--- src/design/asbd_pkg.sv ---
// Shared types, widths and helpers for the superblock deinterleave address generator.
`timescale 1ns / 1ps
`default_nettype none

package asbd_pkg;

  // Field and register widths
  localparam int DATA_W     = 8;
  localparam int ADDR_W     = 16;
  localparam int MODE_W     = 2;
  localparam int H_W        = 7;
  localparam int SIZE_W     = 13;
  localparam int Y_W        = 6;
  localparam int CNT_W      = 12;
  localparam int CPS_W      = 13;
  localparam int CFG_IDX_W  = 3;
  localparam int CFG_DATA_W = 13;

  // Effective limits of the size registers
  localparam logic [H_W-1:0]    H_MAX    = 7'd64;
  localparam logic [SIZE_W-1:0] SIZE_MAX = 13'd4096;

  // Shared multiplier operand and product widths
  localparam int MUL_A_W = 14;
  localparam int MUL_B_W = 20;
  localparam int PROD_W  = MUL_A_W + MUL_B_W;
  localparam int SUM_W   = PROD_W + 1;

  localparam int DEFAULT_MAX_SUPERBLOCK_BYTES = 65536;

  // Configuration register indexes
  typedef enum logic [CFG_IDX_W-1:0] {
    REG_INTERLEAVE_MODE      = 3'd0,
    REG_SUBPACKETS_PER_BLOCK = 3'd1,
    REG_FRAME_BYTES          = 3'd2,
    REG_CODED_FRAME_BYTES    = 3'd3,
    REG_CHUNK_BYTES          = 3'd4
  } cfg_reg_t;

  // Interleave modes
  typedef enum logic [MODE_W-1:0] {
    MODE_CHUNKED = 2'd0,
    MODE_SUBPKT  = 2'd1,
    MODE_WHOLE   = 2'd2,
    MODE_MUTED   = 2'd3
  } mode_t;

  // Sequencer states
  typedef enum logic [2:0] {
    S_IDLE,
    S_SETUP,
    S_DIV_WAIT,
    S_MUL_A,
    S_MUL_B,
    S_FIN
  } state_t;

  // Zero reads as one, values above the maximum saturate
  function automatic logic [H_W-1:0] clamp_h(input logic [H_W-1:0] v);
    logic [H_W-1:0] r;
    if (v == '0) r = H_W'(1);
    else if (v > H_MAX) r = H_MAX;
    else r = v;
    return r;
  endfunction

  function automatic logic [SIZE_W-1:0] clamp_size(input logic [SIZE_W-1:0] v);
    logic [SIZE_W-1:0] r;
    if (v == '0) r = SIZE_W'(1);
    else if (v > SIZE_MAX) r = SIZE_MAX;
    else r = v;
    return r;
  endfunction

endpackage

`default_nettype wire

--- src/design/asbd_if.sv ---
// Handshake channel interfaces: input bytes, result items and configuration writes.
`timescale 1ns / 1ps
`default_nettype none

interface asbd_in_if;
  import asbd_pkg::*;
  logic              valid;
  logic              ready;
  logic [DATA_W-1:0] data_byte;
  logic              packet_start;
  logic              key_flag;

  modport source (output valid, data_byte, packet_start, key_flag, input ready);
  modport sink (input valid, data_byte, packet_start, key_flag, output ready);
endinterface

interface asbd_out_if;
  import asbd_pkg::*;
  logic              valid;
  logic              ready;
  logic [ADDR_W-1:0] write_address;
  logic [DATA_W-1:0] write_data;
  logic              write_valid;
  logic              subpacket_done;
  logic              superblock_done;

  modport source (output valid, write_address, write_data, write_valid, subpacket_done,
                  superblock_done, input ready);
  modport sink (input valid, write_address, write_data, write_valid, subpacket_done,
                superblock_done, output ready);
endinterface

interface asbd_cfg_if;
  import asbd_pkg::*;
  logic                  valid;
  logic                  ready;
  logic [CFG_IDX_W-1:0]  index;
  logic [CFG_DATA_W-1:0] wdata;

  modport source (output valid, index, wdata, input ready);
  modport sink (input valid, index, wdata, output ready);
endinterface

`default_nettype wire

--- src/design/asbd_mul.sv ---
// Shared multiplier with a registered product.
`timescale 1ns / 1ps
`default_nettype none

module asbd_mul
  import asbd_pkg::*;
(
  input  wire logic               clk,
  input  wire logic               en,
  input  wire logic [MUL_A_W-1:0] a,
  input  wire logic [MUL_B_W-1:0] b,
  output logic      [PROD_W-1:0]  p
);

  // Capture the product when a pass is issued, hold otherwise
  always_ff @(posedge clk) begin
    if (en) begin
      p <= PROD_W'(a) * PROD_W'(b);
    end
  end

endmodule

`default_nettype wire

--- src/design/asbd_div.sv ---
// Restoring divider, one quotient bit per cycle, for the chunk count of a subpacket.
`timescale 1ns / 1ps
`default_nettype none

module asbd_div
  import asbd_pkg::*;
(
  input  wire logic              clk,
  input  wire logic              rst,
  input  wire logic              start,
  input  wire logic [SIZE_W-1:0] dividend,
  input  wire logic [SIZE_W-1:0] divisor,
  output logic                   busy,
  output logic      [SIZE_W-1:0] quotient
);

  localparam int STEP_W = $clog2(SIZE_W + 1);

  logic [STEP_W-1:0] steps;
  logic [SIZE_W:0]   rem;
  logic [SIZE_W-1:0] dsr;
  logic [SIZE_W:0]   shifted;
  logic              fits;

  assign busy    = (steps != '0);
  assign shifted = {rem[SIZE_W-1:0], quotient[SIZE_W-1]};
  assign fits    = (shifted >= {1'b0, dsr});

  // Step counter
  always_ff @(posedge clk) begin
    if (rst) begin
      steps <= '0;
    end else if (start) begin
      steps <= STEP_W'(SIZE_W);
    end else if (busy) begin
      steps <= steps - STEP_W'(1);
    end
  end

  // Shift in one dividend bit, subtract where it fits
  always_ff @(posedge clk) begin
    if (start) begin
      rem      <= '0;
      dsr      <= divisor;
      quotient <= dividend;
    end else if (busy) begin
      rem      <= fits ? (shifted - {1'b0, dsr}) : shifted;
      quotient <= {quotient[SIZE_W-2:0], fits};
    end
  end

endmodule

`default_nettype wire

--- src/design/audio_superblock_deinterleave_addr.sv ---
// Top level: superblock deinterleave address generator with its sequencer.
`timescale 1ns / 1ps
`default_nettype none

// Takes one payload byte per request and returns its write address in the
// superblock buffer, the byte itself, a write-valid flag and the subpacket and
// superblock done flags. Each byte takes the sequencer through an accept step,
// two passes through the shared 14x20 multiplier and a finish step, where its
// result is loaded into an output register. The result waits there until taken;
// the finish step stalls while that register still holds an untaken result, and
// the next byte is accepted once the previous result has been loaded. After
// reset and after every configuration write the block runs a setup (an idle
// step to start it, then frame size over chunk size in a one-bit-per-cycle
// divider and the buffer limit on the multiplier) during which no byte is
// accepted. Configuration writes are taken while the sequencer is idle.

module audio_superblock_deinterleave_addr
  import asbd_pkg::*;
#(
  parameter int MAX_SUPERBLOCK_BYTES = DEFAULT_MAX_SUPERBLOCK_BYTES
) (
  input wire logic   clk,
  input wire logic   rst,
  asbd_in_if.sink    payload,
  asbd_out_if.source result,
  asbd_cfg_if.sink   cfg
);

  localparam int LIM_W = $clog2(MAX_SUPERBLOCK_BYTES + 1);

  state_t state, state_next;

  // Configuration registers
  logic [MODE_W-1:0] mode_reg;
  logic [H_W-1:0]    h_reg;
  logic [SIZE_W-1:0] w_reg;
  logic [SIZE_W-1:0] cfs_reg;
  logic [SIZE_W-1:0] sps_reg;
  logic              dirty;

  // Effective values
  mode_t             mode;
  logic [H_W-1:0]    h_e;
  logic [SIZE_W-1:0] w_e;
  logic [SIZE_W-1:0] cfs_e;
  logic [SIZE_W-1:0] sps_e;
  logic [Y_W-1:0]    half_h;
  logic [SIZE_W-1:0] csize;

  // Derived at setup
  logic [CPS_W-1:0] cps;
  logic [LIM_W-1:0] limit;

  // Counters and latched byte
  logic [Y_W-1:0]    y;
  logic [CNT_W-1:0]  x;
  logic [CNT_W-1:0]  b;
  logic [DATA_W-1:0] data;
  logic              empty;
  logic [PROD_W-1:0] a_reg;

  // Shared units
  logic               mul_en;
  logic [MUL_A_W-1:0] mul_a;
  logic [MUL_B_W-1:0] mul_b;
  logic [PROD_W-1:0]  mul_p;
  logic               div_start;
  logic               div_busy;
  logic [SIZE_W-1:0]  div_q;

  logic in_take;
  logic cfg_take;
  logic out_free;

  // Counter adjust at accept
  logic [Y_W-1:0]   y0;
  logic [Y_W-1:0]   y1;
  logic [CNT_W-1:0] x0;
  logic [CNT_W-1:0] b0;
  logic             stale;

  // Finish step
  logic [SUM_W-1:0]  addr;
  logic              wr_ok;
  logic [CNT_W:0]    b_inc;
  logic [CNT_W:0]    x_inc;
  logic [Y_W:0]      y_inc;
  logic              sp_done;
  logic              sb_done;
  logic [Y_W-1:0]    y_fin;
  logic [CNT_W-1:0]  x_fin;
  logic [CNT_W-1:0]  b_fin;
  logic [PROD_W-1:0] lim_prod;

  assign mode   = mode_t'(mode_reg);
  assign h_e    = clamp_h(h_reg);
  assign w_e    = clamp_size(w_reg);
  assign cfs_e  = clamp_size(cfs_reg);
  assign sps_e  = clamp_size(sps_reg);
  assign half_h = Y_W'((H_W + 1)'(h_e) + (H_W + 1)'(1) >> 1);

  // Chunk size per mode
  always_comb begin
    unique case (mode)
      MODE_CHUNKED: csize = cfs_e;
      MODE_SUBPKT:  csize = sps_e;
      default:      csize = w_e;
    endcase
  end

  assign in_take  = payload.valid && payload.ready;
  assign cfg_take = cfg.valid && cfg.ready;
  assign out_free = !result.valid || result.ready;

  assign payload.ready = (state == S_IDLE) && !dirty && !cfg.valid;
  assign cfg.ready     = (state == S_IDLE);

  asbd_mul u_mul (
    .clk (clk),
    .en  (mul_en),
    .a   (mul_a),
    .b   (mul_b),
    .p   (mul_p)
  );

  asbd_div u_div (
    .clk      (clk),
    .rst      (rst),
    .start    (div_start),
    .dividend (w_e),
    .divisor  (sps_e),
    .busy     (div_busy),
    .quotient (div_q)
  );

  // Configuration writes
  always_ff @(posedge clk) begin
    if (rst) begin
      mode_reg <= MODE_CHUNKED;
      h_reg    <= H_W'(1);
      w_reg    <= SIZE_W'(1);
      cfs_reg  <= SIZE_W'(1);
      sps_reg  <= SIZE_W'(1);
    end else if (cfg_take) begin
      unique case (cfg.index)
        REG_INTERLEAVE_MODE:      mode_reg <= cfg.wdata[MODE_W-1:0];
        REG_SUBPACKETS_PER_BLOCK: h_reg    <= cfg.wdata[H_W-1:0];
        REG_FRAME_BYTES:          w_reg    <= cfg.wdata;
        REG_CODED_FRAME_BYTES:    cfs_reg  <= cfg.wdata;
        REG_CHUNK_BYTES:          sps_reg  <= cfg.wdata;
        default: ;
      endcase
    end
  end

  // Sequencer state
  always_ff @(posedge clk) begin
    if (rst) begin
      state <= S_IDLE;
    end else begin
      state <= state_next;
    end
  end

  // Next state and shared unit operands
  always_comb begin
    state_next = state;
    mul_en     = 1'b0;
    mul_a      = '0;
    mul_b      = '0;
    div_start  = 1'b0;
    unique case (state)
      S_IDLE: begin
        if (dirty && !cfg.valid) begin
          state_next = S_SETUP;
        end else if (in_take) begin
          state_next = S_MUL_A;
        end
      end
      S_SETUP: begin
        // buffer size on the multiplier, chunk count on the divider
        mul_en     = 1'b1;
        mul_a      = MUL_A_W'(w_e);
        mul_b      = MUL_B_W'(h_e);
        div_start  = 1'b1;
        state_next = S_DIV_WAIT;
      end
      S_DIV_WAIT: begin
        if (!div_busy) begin
          state_next = S_IDLE;
        end
      end
      S_MUL_A: begin
        mul_en = 1'b1;
        unique case (mode)
          MODE_CHUNKED: begin
            mul_a = {w_e, 1'b0};
            mul_b = MUL_B_W'(x);
          end
          MODE_SUBPKT: begin
            mul_a = MUL_A_W'(h_e);
            mul_b = MUL_B_W'(x);
          end
          default: begin
            mul_a = MUL_A_W'(w_e);
            mul_b = MUL_B_W'(y);
          end
        endcase
        state_next = S_MUL_B;
      end
      S_MUL_B: begin
        mul_en = 1'b1;
        unique case (mode)
          MODE_CHUNKED: begin
            mul_a = MUL_A_W'(cfs_e);
            mul_b = MUL_B_W'(y);
          end
          MODE_SUBPKT: begin
            mul_a = MUL_A_W'(sps_e);
            mul_b = mul_p[MUL_B_W-1:0] + (y[0] ? MUL_B_W'(half_h) : '0)
                    + MUL_B_W'(y >> 1);
          end
          default: begin
            mul_a = '0;
            mul_b = '0;
          end
        endcase
        state_next = S_FIN;
      end
      S_FIN: begin
        if (out_free) begin
          state_next = S_IDLE;
        end
      end
      default: state_next = S_IDLE;
    endcase
  end

  // Setup bookkeeping
  assign lim_prod = (mul_p > PROD_W'(MAX_SUPERBLOCK_BYTES)) ?
                    PROD_W'(MAX_SUPERBLOCK_BYTES) : mul_p;

  always_ff @(posedge clk) begin
    if (rst) begin
      dirty <= 1'b1;
      cps   <= '0;
      limit <= '0;
    end else begin
      if (cfg_take) begin
        dirty <= 1'b1;
      end else if (state == S_DIV_WAIT && !div_busy) begin
        dirty <= 1'b0;
        limit <= lim_prod[LIM_W-1:0];
        unique case (mode)
          MODE_CHUNKED: cps <= CPS_W'(h_e >> 1);
          MODE_SUBPKT:  cps <= div_q;
          default:      cps <= CPS_W'(1);
        endcase
      end
    end
  end

  // Packet start and stale counter handling at accept
  always_comb begin
    y0    = (payload.packet_start && payload.key_flag) ? '0 : y;
    x0    = payload.packet_start ? '0 : x;
    b0    = payload.packet_start ? '0 : b;
    y1    = ({1'b0, y0} >= h_e) ? '0 : y0;
    stale = ({1'b0, x0} >= cps) || ({1'b0, b0} >= csize);
  end

  // Address, flags and counter advance in the finish step
  always_comb begin
    unique case (mode)
      MODE_CHUNKED: addr = SUM_W'(a_reg) + SUM_W'(mul_p) + SUM_W'(b);
      MODE_SUBPKT:  addr = SUM_W'(mul_p) + SUM_W'(b);
      default:      addr = SUM_W'(a_reg) + SUM_W'(b);
    endcase
    wr_ok   = !empty && (mode != MODE_MUTED) && (addr < SUM_W'(limit));
    b_inc   = {1'b0, b} + (CNT_W + 1)'(1);
    x_inc   = {1'b0, x} + (CNT_W + 1)'(1);
    y_inc   = {1'b0, y} + (Y_W + 1)'(1);
    sp_done = empty;
    b_fin   = b;
    x_fin   = x;
    if (!empty) begin
      if (b_inc >= csize) begin
        b_fin = '0;
        if (x_inc >= cps) begin
          x_fin   = '0;
          sp_done = 1'b1;
        end else begin
          x_fin = x_inc[CNT_W-1:0];
        end
      end else begin
        b_fin = b_inc[CNT_W-1:0];
      end
    end
    sb_done = sp_done && (y_inc >= h_e);
    y_fin   = sp_done ? (sb_done ? '0 : y_inc[Y_W-1:0]) : y;
  end

  // Counters
  always_ff @(posedge clk) begin
    if (rst) begin
      y <= '0;
      x <= '0;
      b <= '0;
    end else if (in_take) begin
      y <= y1;
      x <= stale ? '0 : x0;
      b <= stale ? '0 : b0;
    end else if (state == S_FIN && out_free) begin
      y <= y_fin;
      x <= x_fin;
      b <= b_fin;
    end
  end

  // Latch the byte and keep the first product
  always_ff @(posedge clk) begin
    if (in_take) begin
      data  <= payload.data_byte;
      empty <= (cps == '0);
    end
    if (state == S_MUL_B) begin
      a_reg <= mul_p;
    end
  end

  // Output register
  always_ff @(posedge clk) begin
    if (rst) begin
      result.valid <= 1'b0;
    end else if (state == S_FIN && out_free) begin
      result.valid <= 1'b1;
    end else if (result.ready) begin
      result.valid <= 1'b0;
    end
  end

  always_ff @(posedge clk) begin
    if (state == S_FIN && out_free) begin
      result.write_address   <= wr_ok ? addr[ADDR_W-1:0] : '0;
      result.write_data      <= data;
      result.write_valid     <= wr_ok;
      result.subpacket_done  <= sp_done;
      result.superblock_done <= sb_done;
    end
  end

  // Checks
  a_sb_implies_sp: assert property (@(posedge clk) disable iff (rst)
    result.valid |-> (!result.superblock_done || result.subpacket_done))
    else $error("superblock done without subpacket done");

  a_suppressed_zero: assert property (@(posedge clk) disable iff (rst)
    (result.valid && !result.write_valid) |-> (result.write_address == '0))
    else $error("suppressed write carries a nonzero address");

  a_accept_starts: assert property (@(posedge clk) disable iff (rst)
    in_take |=> (state == S_MUL_A))
    else $error("accepted request did not start the multiplier passes");

  a_cfg_marks_dirty: assert property (@(posedge clk) disable iff (rst)
    cfg_take |=> (dirty && !payload.ready))
    else $error("configuration write did not block requests until setup");

endmodule

`default_nettype wire

--- src/flat_wrapper.sv ---
// flat-port wrapper written by rule: the top's interface ports become plain ports
module audio_superblock_deinterleave_addr_flat import asbd_pkg::*;
#(
  parameter int MAX_SUPERBLOCK_BYTES = DEFAULT_MAX_SUPERBLOCK_BYTES
)
  (clk, rst, payload_valid, payload_data_byte, payload_packet_start, payload_key_flag, payload_ready, result_valid, result_write_address, result_write_data, result_write_valid, result_subpacket_done, result_superblock_done, result_ready, cfg_valid, cfg_index, cfg_wdata, cfg_ready);
  asbd_in_if payload_i ();
  asbd_out_if result_i ();
  asbd_cfg_if cfg_i ();
  input wire logic clk;
  input wire logic rst;
  input wire logic [$bits(payload_i.valid)-1:0] payload_valid;
  input wire logic [$bits(payload_i.data_byte)-1:0] payload_data_byte;
  input wire logic [$bits(payload_i.packet_start)-1:0] payload_packet_start;
  input wire logic [$bits(payload_i.key_flag)-1:0] payload_key_flag;
  output wire logic [$bits(payload_i.ready)-1:0] payload_ready;
  output wire logic [$bits(result_i.valid)-1:0] result_valid;
  output wire logic [$bits(result_i.write_address)-1:0] result_write_address;
  output wire logic [$bits(result_i.write_data)-1:0] result_write_data;
  output wire logic [$bits(result_i.write_valid)-1:0] result_write_valid;
  output wire logic [$bits(result_i.subpacket_done)-1:0] result_subpacket_done;
  output wire logic [$bits(result_i.superblock_done)-1:0] result_superblock_done;
  input wire logic [$bits(result_i.ready)-1:0] result_ready;
  input wire logic [$bits(cfg_i.valid)-1:0] cfg_valid;
  input wire logic [$bits(cfg_i.index)-1:0] cfg_index;
  input wire logic [$bits(cfg_i.wdata)-1:0] cfg_wdata;
  output wire logic [$bits(cfg_i.ready)-1:0] cfg_ready;
  assign payload_i.valid = payload_valid;
  assign payload_i.data_byte = payload_data_byte;
  assign payload_i.packet_start = payload_packet_start;
  assign payload_i.key_flag = payload_key_flag;
  assign payload_ready = payload_i.ready;
  assign result_valid = result_i.valid;
  assign result_write_address = result_i.write_address;
  assign result_write_data = result_i.write_data;
  assign result_write_valid = result_i.write_valid;
  assign result_subpacket_done = result_i.subpacket_done;
  assign result_superblock_done = result_i.superblock_done;
  assign result_i.ready = result_ready;
  assign cfg_i.valid = cfg_valid;
  assign cfg_i.index = cfg_index;
  assign cfg_i.wdata = cfg_wdata;
  assign cfg_ready = cfg_i.ready;
  audio_superblock_deinterleave_addr #(.MAX_SUPERBLOCK_BYTES(MAX_SUPERBLOCK_BYTES)) u_core (.clk(clk), .rst(rst), .payload(payload_i), .result(result_i), .cfg(cfg_i));
endmodule
--- config.mk ---
export PLATFORM = sky130hd
export DESIGN_NAME = audio_superblock_deinterleave_addr_flat
export DESIGN_NICKNAME = d
export VERILOG_FILES = /design/src/design/asbd_pkg.sv /design/src/design/asbd_if.sv /design/src/design/asbd_mul.sv /design/src/design/asbd_div.sv /design/src/design/audio_superblock_deinterleave_addr.sv /design/src/flat_wrapper.sv
export SDC_FILE = /design/constraint.sdc
export NUM_CORES = 1
export LEC_CHECK = 0
export BUFFER_PORTS_ARGS = -buffer_cell sky130_fd_sc_hd__buf_4
export CAP_MARGIN = 20
export CORE_MARGIN = 2
export CORE_UTILIZATION = 57
export DETAILED_ROUTE_END_ITERATION = 7
export GPL_ROUTABILITY_DRIVEN = 1
export PLACE_DENSITY_LB_ADDON = 0.25
export REMOVE_ABC_BUFFERS = 1
export SKIP_CTS_REPAIR_TIMING = 1
export SYNTH_ARGS = -nofsm -noshare
export SYNTH_HDL_FRONTEND = slang
export SYNTH_SLANG_ARGS = --single-unit
--- constraint.sdc ---
create_clock -name clk -period 10.4 [get_ports clk]
set_clock_uncertainty 0.15 [all_clocks]
set_input_delay 1.04 -clock clk [delete_from_list [all_inputs] [get_ports clk]]
set_output_delay 1.04 -clock clk [all_outputs]
set_load 0.005 [all_outputs]
==> run_summary.xml <==
<?xml version="1.0" encoding="UTF-8"?>
<metrics>
  <group name="drt">
    <metric name="drt.antenna.violating_nets" unit="">0</metric>
    <metric name="drt_iter0_drc" unit="">2219</metric>
    <metric name="route.detailed.wl_per_inst" unit="um">20.51</metric>
    <metric name="vias_per_cell" unit="">6.137</metric>
    <metric name="post-route-drc-count" unit="">0</metric>
    <metric name="vias" unit="">23480</metric>
    <metric name="dr.pass1.iters" unit="">6</metric>
    <metric name="drt_wl_total" unit="um">78470</metric>
  </group>
  <group name="worst_setup_path">
    <metric name="endpoint_class_of_the_critical_path" unit="">flop</metric>
    <metric name="crit_buf_inv" unit="">5</metric>
    <metric name="setup.reg_to_reg.worst_slack" unit="ns">0.55</metric>
    <metric name="worst_r2r_startpoint" unit="">u_core.h_reg[1]$_SDFFE_PP0P_</metric>
    <metric name="worst-setup-path-type" unit="">flop to flop</metric>
    <metric name="top_family_by_delay_on_critical_path" unit="">adder cells</metric>
    <metric name="cp_common_cell" unit="">sky130_fd_sc_hd__fa_1</metric>
    <metric name="crit-reg2reg-capture" unit="">u_core.u_mul.p[33]$_DFFE_PN_</metric>
    <metric name="startpoint_type_of_the_worst_setup_path" unit="">flop</metric>
    <metric name="rr_worst_depth" unit="">40</metric>
    <metric name="crit_slowest_cell" unit="">sky130_fd_sc_hd__fa_1</metric>
    <metric name="crit_arrival" unit="ns">10.02</metric>
    <metric name="worstPathRequired" unit="ns">10.56</metric>
    <metric name="cp_max_fo" unit="">5</metric>
    <metric name="cp_slowest_stage_delay" unit="ns">0.57</metric>
  </group>
  <group name="pwr">
    <metric name="switching_power_summed_over_all_nets" unit="uW">1224</metric>
    <metric name="power_density_normalized_to_cell_area" unit="nW/um2">117.1</metric>
    <metric name="static-leakage-power" unit="uW">0.01322</metric>
    <metric name="sw_frac_of_total" unit="%">35.23</metric>
    <metric name="worst_vdd_drop" unit="mV">0.2516</metric>
    <metric name="intPower" unit="uW">2250</metric>
    <metric name="power.clock.fraction" unit="%">30.5</metric>
    <metric name="post-layout-total-power" unit="uW">3474</metric>
    <metric name="pwr-share-seq" unit="%">37.8</metric>
    <metric name="combinationalPowerShare" unit="%">31.7</metric>
  </group>
  <group name="timing">
    <metric name="final_slew_viol_count" unit="">0</metric>
    <metric name="final_period_minus_worst_setup_slack" unit="ns">9.854</metric>
    <metric name="max_freq" unit="MHz">101.5</metric>
    <metric name="post-route-period-util" unit="%">94.75</metric>
    <metric name="final-setup-viol-count" unit="">0</metric>
    <metric name="hold_viol_final" unit="">0</metric>
    <metric name="worst_slew_margin_rel" unit="%">20.64</metric>
    <metric name="tightest_slew" unit="ns">1.190</metric>
    <metric name="least_setup_slack_across_all_paths_after_layout" unit="ns">0.5459</metric>
    <metric name="setup_repair_after_global_routing_missed_its_margin" unit="">no</metric>
    <metric name="setup_tns" unit="ns">0</metric>
  </group>
  <group name="cts">
    <metric name="clock_latency" unit="ns">0.57</metric>
    <metric name="clock_sink_count" unit="">260</metric>
    <metric name="root_buf_cell" unit="">sky130_fd_sc_hd__clkbuf_16</metric>
    <metric name="cts_inserted_buffers" unit="">29</metric>
    <metric name="htreeDepth" unit="">1</metric>
    <metric name="clock_tree_from_tritoncts" unit="">yes</metric>
    <metric name="clock_path_buffers" unit="">3</metric>
    <metric name="clock_slew_at_reported_path_ffs" unit="ns">0.06</metric>
  </group>
  <group name="grt">
    <metric name="wire_length_of_the_first_global_routing_pass" unit="um">124600</metric>
    <metric name="first_global_vias" unit="">23250</metric>
    <metric name="global_route.usage.met2" unit="%">50.18</metric>
    <metric name="antenna_found_initial" unit="">0</metric>
    <metric name="grt_use_met1" unit="%">43.04</metric>
    <metric name="global_route.peak_usage_layer" unit="">met2</metric>
    <metric name="grt_remaining_overflow" unit="">0</metric>
    <metric name="met3_usage" unit="%">5.548</metric>
    <metric name="grt_max_degree" unit="">71</metric>
    <metric name="groute.usage.overall" unit="%">31.46</metric>
  </group>
  <group name="yosys">
    <metric name="fraction_of_registers_with_async_set_or_reset_after_synthesis" unit="%">0</metric>
    <metric name="syn_avg_cell_area" unit="um2">8.688</metric>
    <metric name="synth-seq-cells" unit="">260</metric>
    <metric name="synth.yosys.seq_area_share" unit="%">23.63</metric>
    <metric name="synthesis.area" unit="um2">27530</metric>
    <metric name="synth_cell_type_count" unit="">90</metric>
    <metric name="ys_dominant_reg_cell" unit="">sky130_fd_sc_hd__edfxtp_1</metric>
    <metric name="netlist_instances" unit="">3169</metric>
    <metric name="synth_enable_flop_cells" unit="">130</metric>
    <metric name="ys_warn_count" unit="">0</metric>
    <metric name="synth_top_cell_area_share" unit="%">17.02</metric>
    <metric name="netlist_top_cells_area" unit="">sky130_fd_sc_hd__fa_1 17%, sky130_fd_sc_hd__edfxtp_1 14%, sky130_fd_sc_hd__ha_1 12%</metric>
    <metric name="synth_top_area_cell" unit="">sky130_fd_sc_hd__fa_1</metric>
  </group>
  <group name="layout">
    <metric name="fraction_of_layout_cells_with_a_size_suffix_above_1" unit="%">6.633</metric>
    <metric name="post-route-cell-area" unit="um2">29660</metric>
    <metric name="num_antenna_cells" unit="">0</metric>
    <metric name="nNetsFinal" unit="">3723</metric>
    <metric name="post-route-util" unit="%">62.13</metric>
    <metric name="area_growth_from_synthesis_to_layout" unit="%">7.744</metric>
  </group>
  <group name="job">
    <metric name="drv_cap" unit="">0</metric>
  </group>
  <group name="floorplanning">
    <metric name="std_cell_rows" unit="">80</metric>
    <metric name="core-area" unit="um2">47750</metric>
    <metric name="boundaryPins" unit="">61</metric>
    <metric name="overall_die_width" unit="um">223.8</metric>
    <metric name="die_height" unit="um">223.8</metric>
    <metric name="initial_cell_density_of_the_core" unit="%">57.66</metric>
    <metric name="floorplan.die_area" unit="um2">50080</metric>
  </group>
  <group name="worst_hold_path">
    <metric name="worstHoldEndpoint" unit="">u_core.result.write_data[4]$_DFFE_PP_</metric>
    <metric name="holdPathStages" unit="">0</metric>
    <metric name="hold_path.class" unit="">flop to flop</metric>
    <metric name="min-delay-start" unit="">u_core.data[4]$_DFFE_PP_</metric>
  </group>
  <group name="place">
    <metric name="gpl.final_weighted_congestion" unit="">1.015</metric>
    <metric name="place_area" unit="um2">28630</metric>
    <metric name="detailedPlacementHpwl" unit="um">62490</metric>
    <metric name="numPortBuffers" unit="">60</metric>
    <metric name="preCtsSetupSlack" unit="ns">0.1413</metric>
  </group>
  <group name="outcome">
    <metric name="run_status" unit="">finished clean</metric>
  </group>
</metrics>
[synthesized netlist by cell type, types with 48 or more instances]
| master | count |
|---|---|
| sky130_fd_sc_hd__nor2_1 | 340 |
| sky130_fd_sc_hd__nand3_1 | 66 |
| sky130_fd_sc_hd__ha_1 | 269 |
| sky130_fd_sc_hd__a21o_1 | 80 |
| sky130_fd_sc_hd__clkbuf_1 | 106 |
| sky130_fd_sc_hd__edfxtp_1 | 130 |
| sky130_fd_sc_hd__dfxtp_1 | 130 |
| sky130_fd_sc_hd__xnor2_1 | 95 |
| sky130_fd_sc_hd__fa_1 | 234 |
| sky130_fd_sc_hd__mux2i_1 | 65 |
| sky130_fd_sc_hd__o21ai_0 | 104 |
| sky130_fd_sc_hd__inv_1 | 321 |
| sky130_fd_sc_hd__nor3_1 | 57 |
| sky130_fd_sc_hd__a21oi_1 | 182 |
| sky130_fd_sc_hd__nand2_1 | 389 |
| sky130_fd_sc_hd__nor2b_1 | 48 |
[worst max path at each step]
stage / startpoint / endpoint / slack (ns) / cells after the start
6_report: u_core.h_reg[1]$_SDFFE_PP0P_ / u_core.u_mul.p[33]$_DFFE_PN_ / 0.55 / 40
5_1_grt: u_core.h_reg[1]$_SDFFE_PP0P_ / u_core.u_mul.p[33]$_DFFE_PN_ / 0.02 / 40
4_1_cts: u_core.h_reg[1]$_SDFFE_PP0P_ / u_core.u_mul.p[33]$_DFFE_PN_ / 0.09 / 39
3_5_place_dp: u_core.h_reg[1]$_SDFFE_PP0P_ / u_core.u_mul.p[33]$_DFFE_PN_ / 0.14 / 39
3_3_place_gp: u_core.h_reg[1]$_SDFFE_PP0P_ / u_core.u_mul.p[33]$_DFFE_PN_ / 0.41 / 40
2_1_floorplan: u_core.h_reg[6]$_SDFFE_PP0P_ / u_core.u_mul.p[33]$_DFFE_PN_ / 0.84 / 38
[per-stage QoR]
stage          std cells  hold WS (ns)
3_3_place_gp        3771        0.2506
6_report            3826        0.2680
5_1_grt             3826        0.2766
3_5_place_dp        3772        0.2557
2_1_floorplan       3049        0.2503
4_1_cts             3825        0.2686
[power by group through the flow]
stage / sequential [uW] / combinational, uW / clock [uW]
5_1_grt: 1320 / 1220 / 1110
2_1_floorplan: 1290 / 801 / 0
4_1_cts: 1310 / 1080 / 1070
3_5_place_dp: 1330 / 1080 / 0
6_report: 1310 / 1100 / 1060
3_3_place_gp: 1330 / 1040 / 0
[area by class of cell]
cell class,instances,area (um2)
Timing Repair Buffer,109,822.0
Fill cell,4051,18080
Clock buffer,35,782.0
Tap cell,615,769.5
Sequential cell,260,6507
Inverter,323,1212
Clock inverter,18,193.9
Multi-Input combinational cell,2466,19380
[placed cells by master (no fill, tap or decap), drive strengths merged, types with 66 or more instances in the layout]
cell,netlist,final
edfxtp,130,130
nand3,67,67
nor2,340,340
a21oi,183,183
inv,322,325
fa,234,234
mux2i,66,66
dfxtp,130,130
ha,269,269
o21ai,133,133
xnor2,95,95
a21o,80,80
nand2,389,389
buf,20,109
[logic make-up after synthesis]
group / Yosys count / share of synthesized area (%)
AOI/OAI and AO/OA: 644 / 15.42
xor gates and xnor gates: 142 / 4.517
buffers and inverters: 449 / 6.267
DFF: 260 / 23.63
other: 2 / 0.02728
adders and majority gates: 503 / 29.24
muxes: 71 / 2.618
and+or+nand+nor: 1098 / 18.28
[per-layer routing]
metal  up-vias  part of all wire, %
li1      10910                    -
met1     11370                   43
met2      1019                   45
met3       180                  8.5
met4         0                  3.9
met5         -                    0
(Power assumes the default switching activity.)
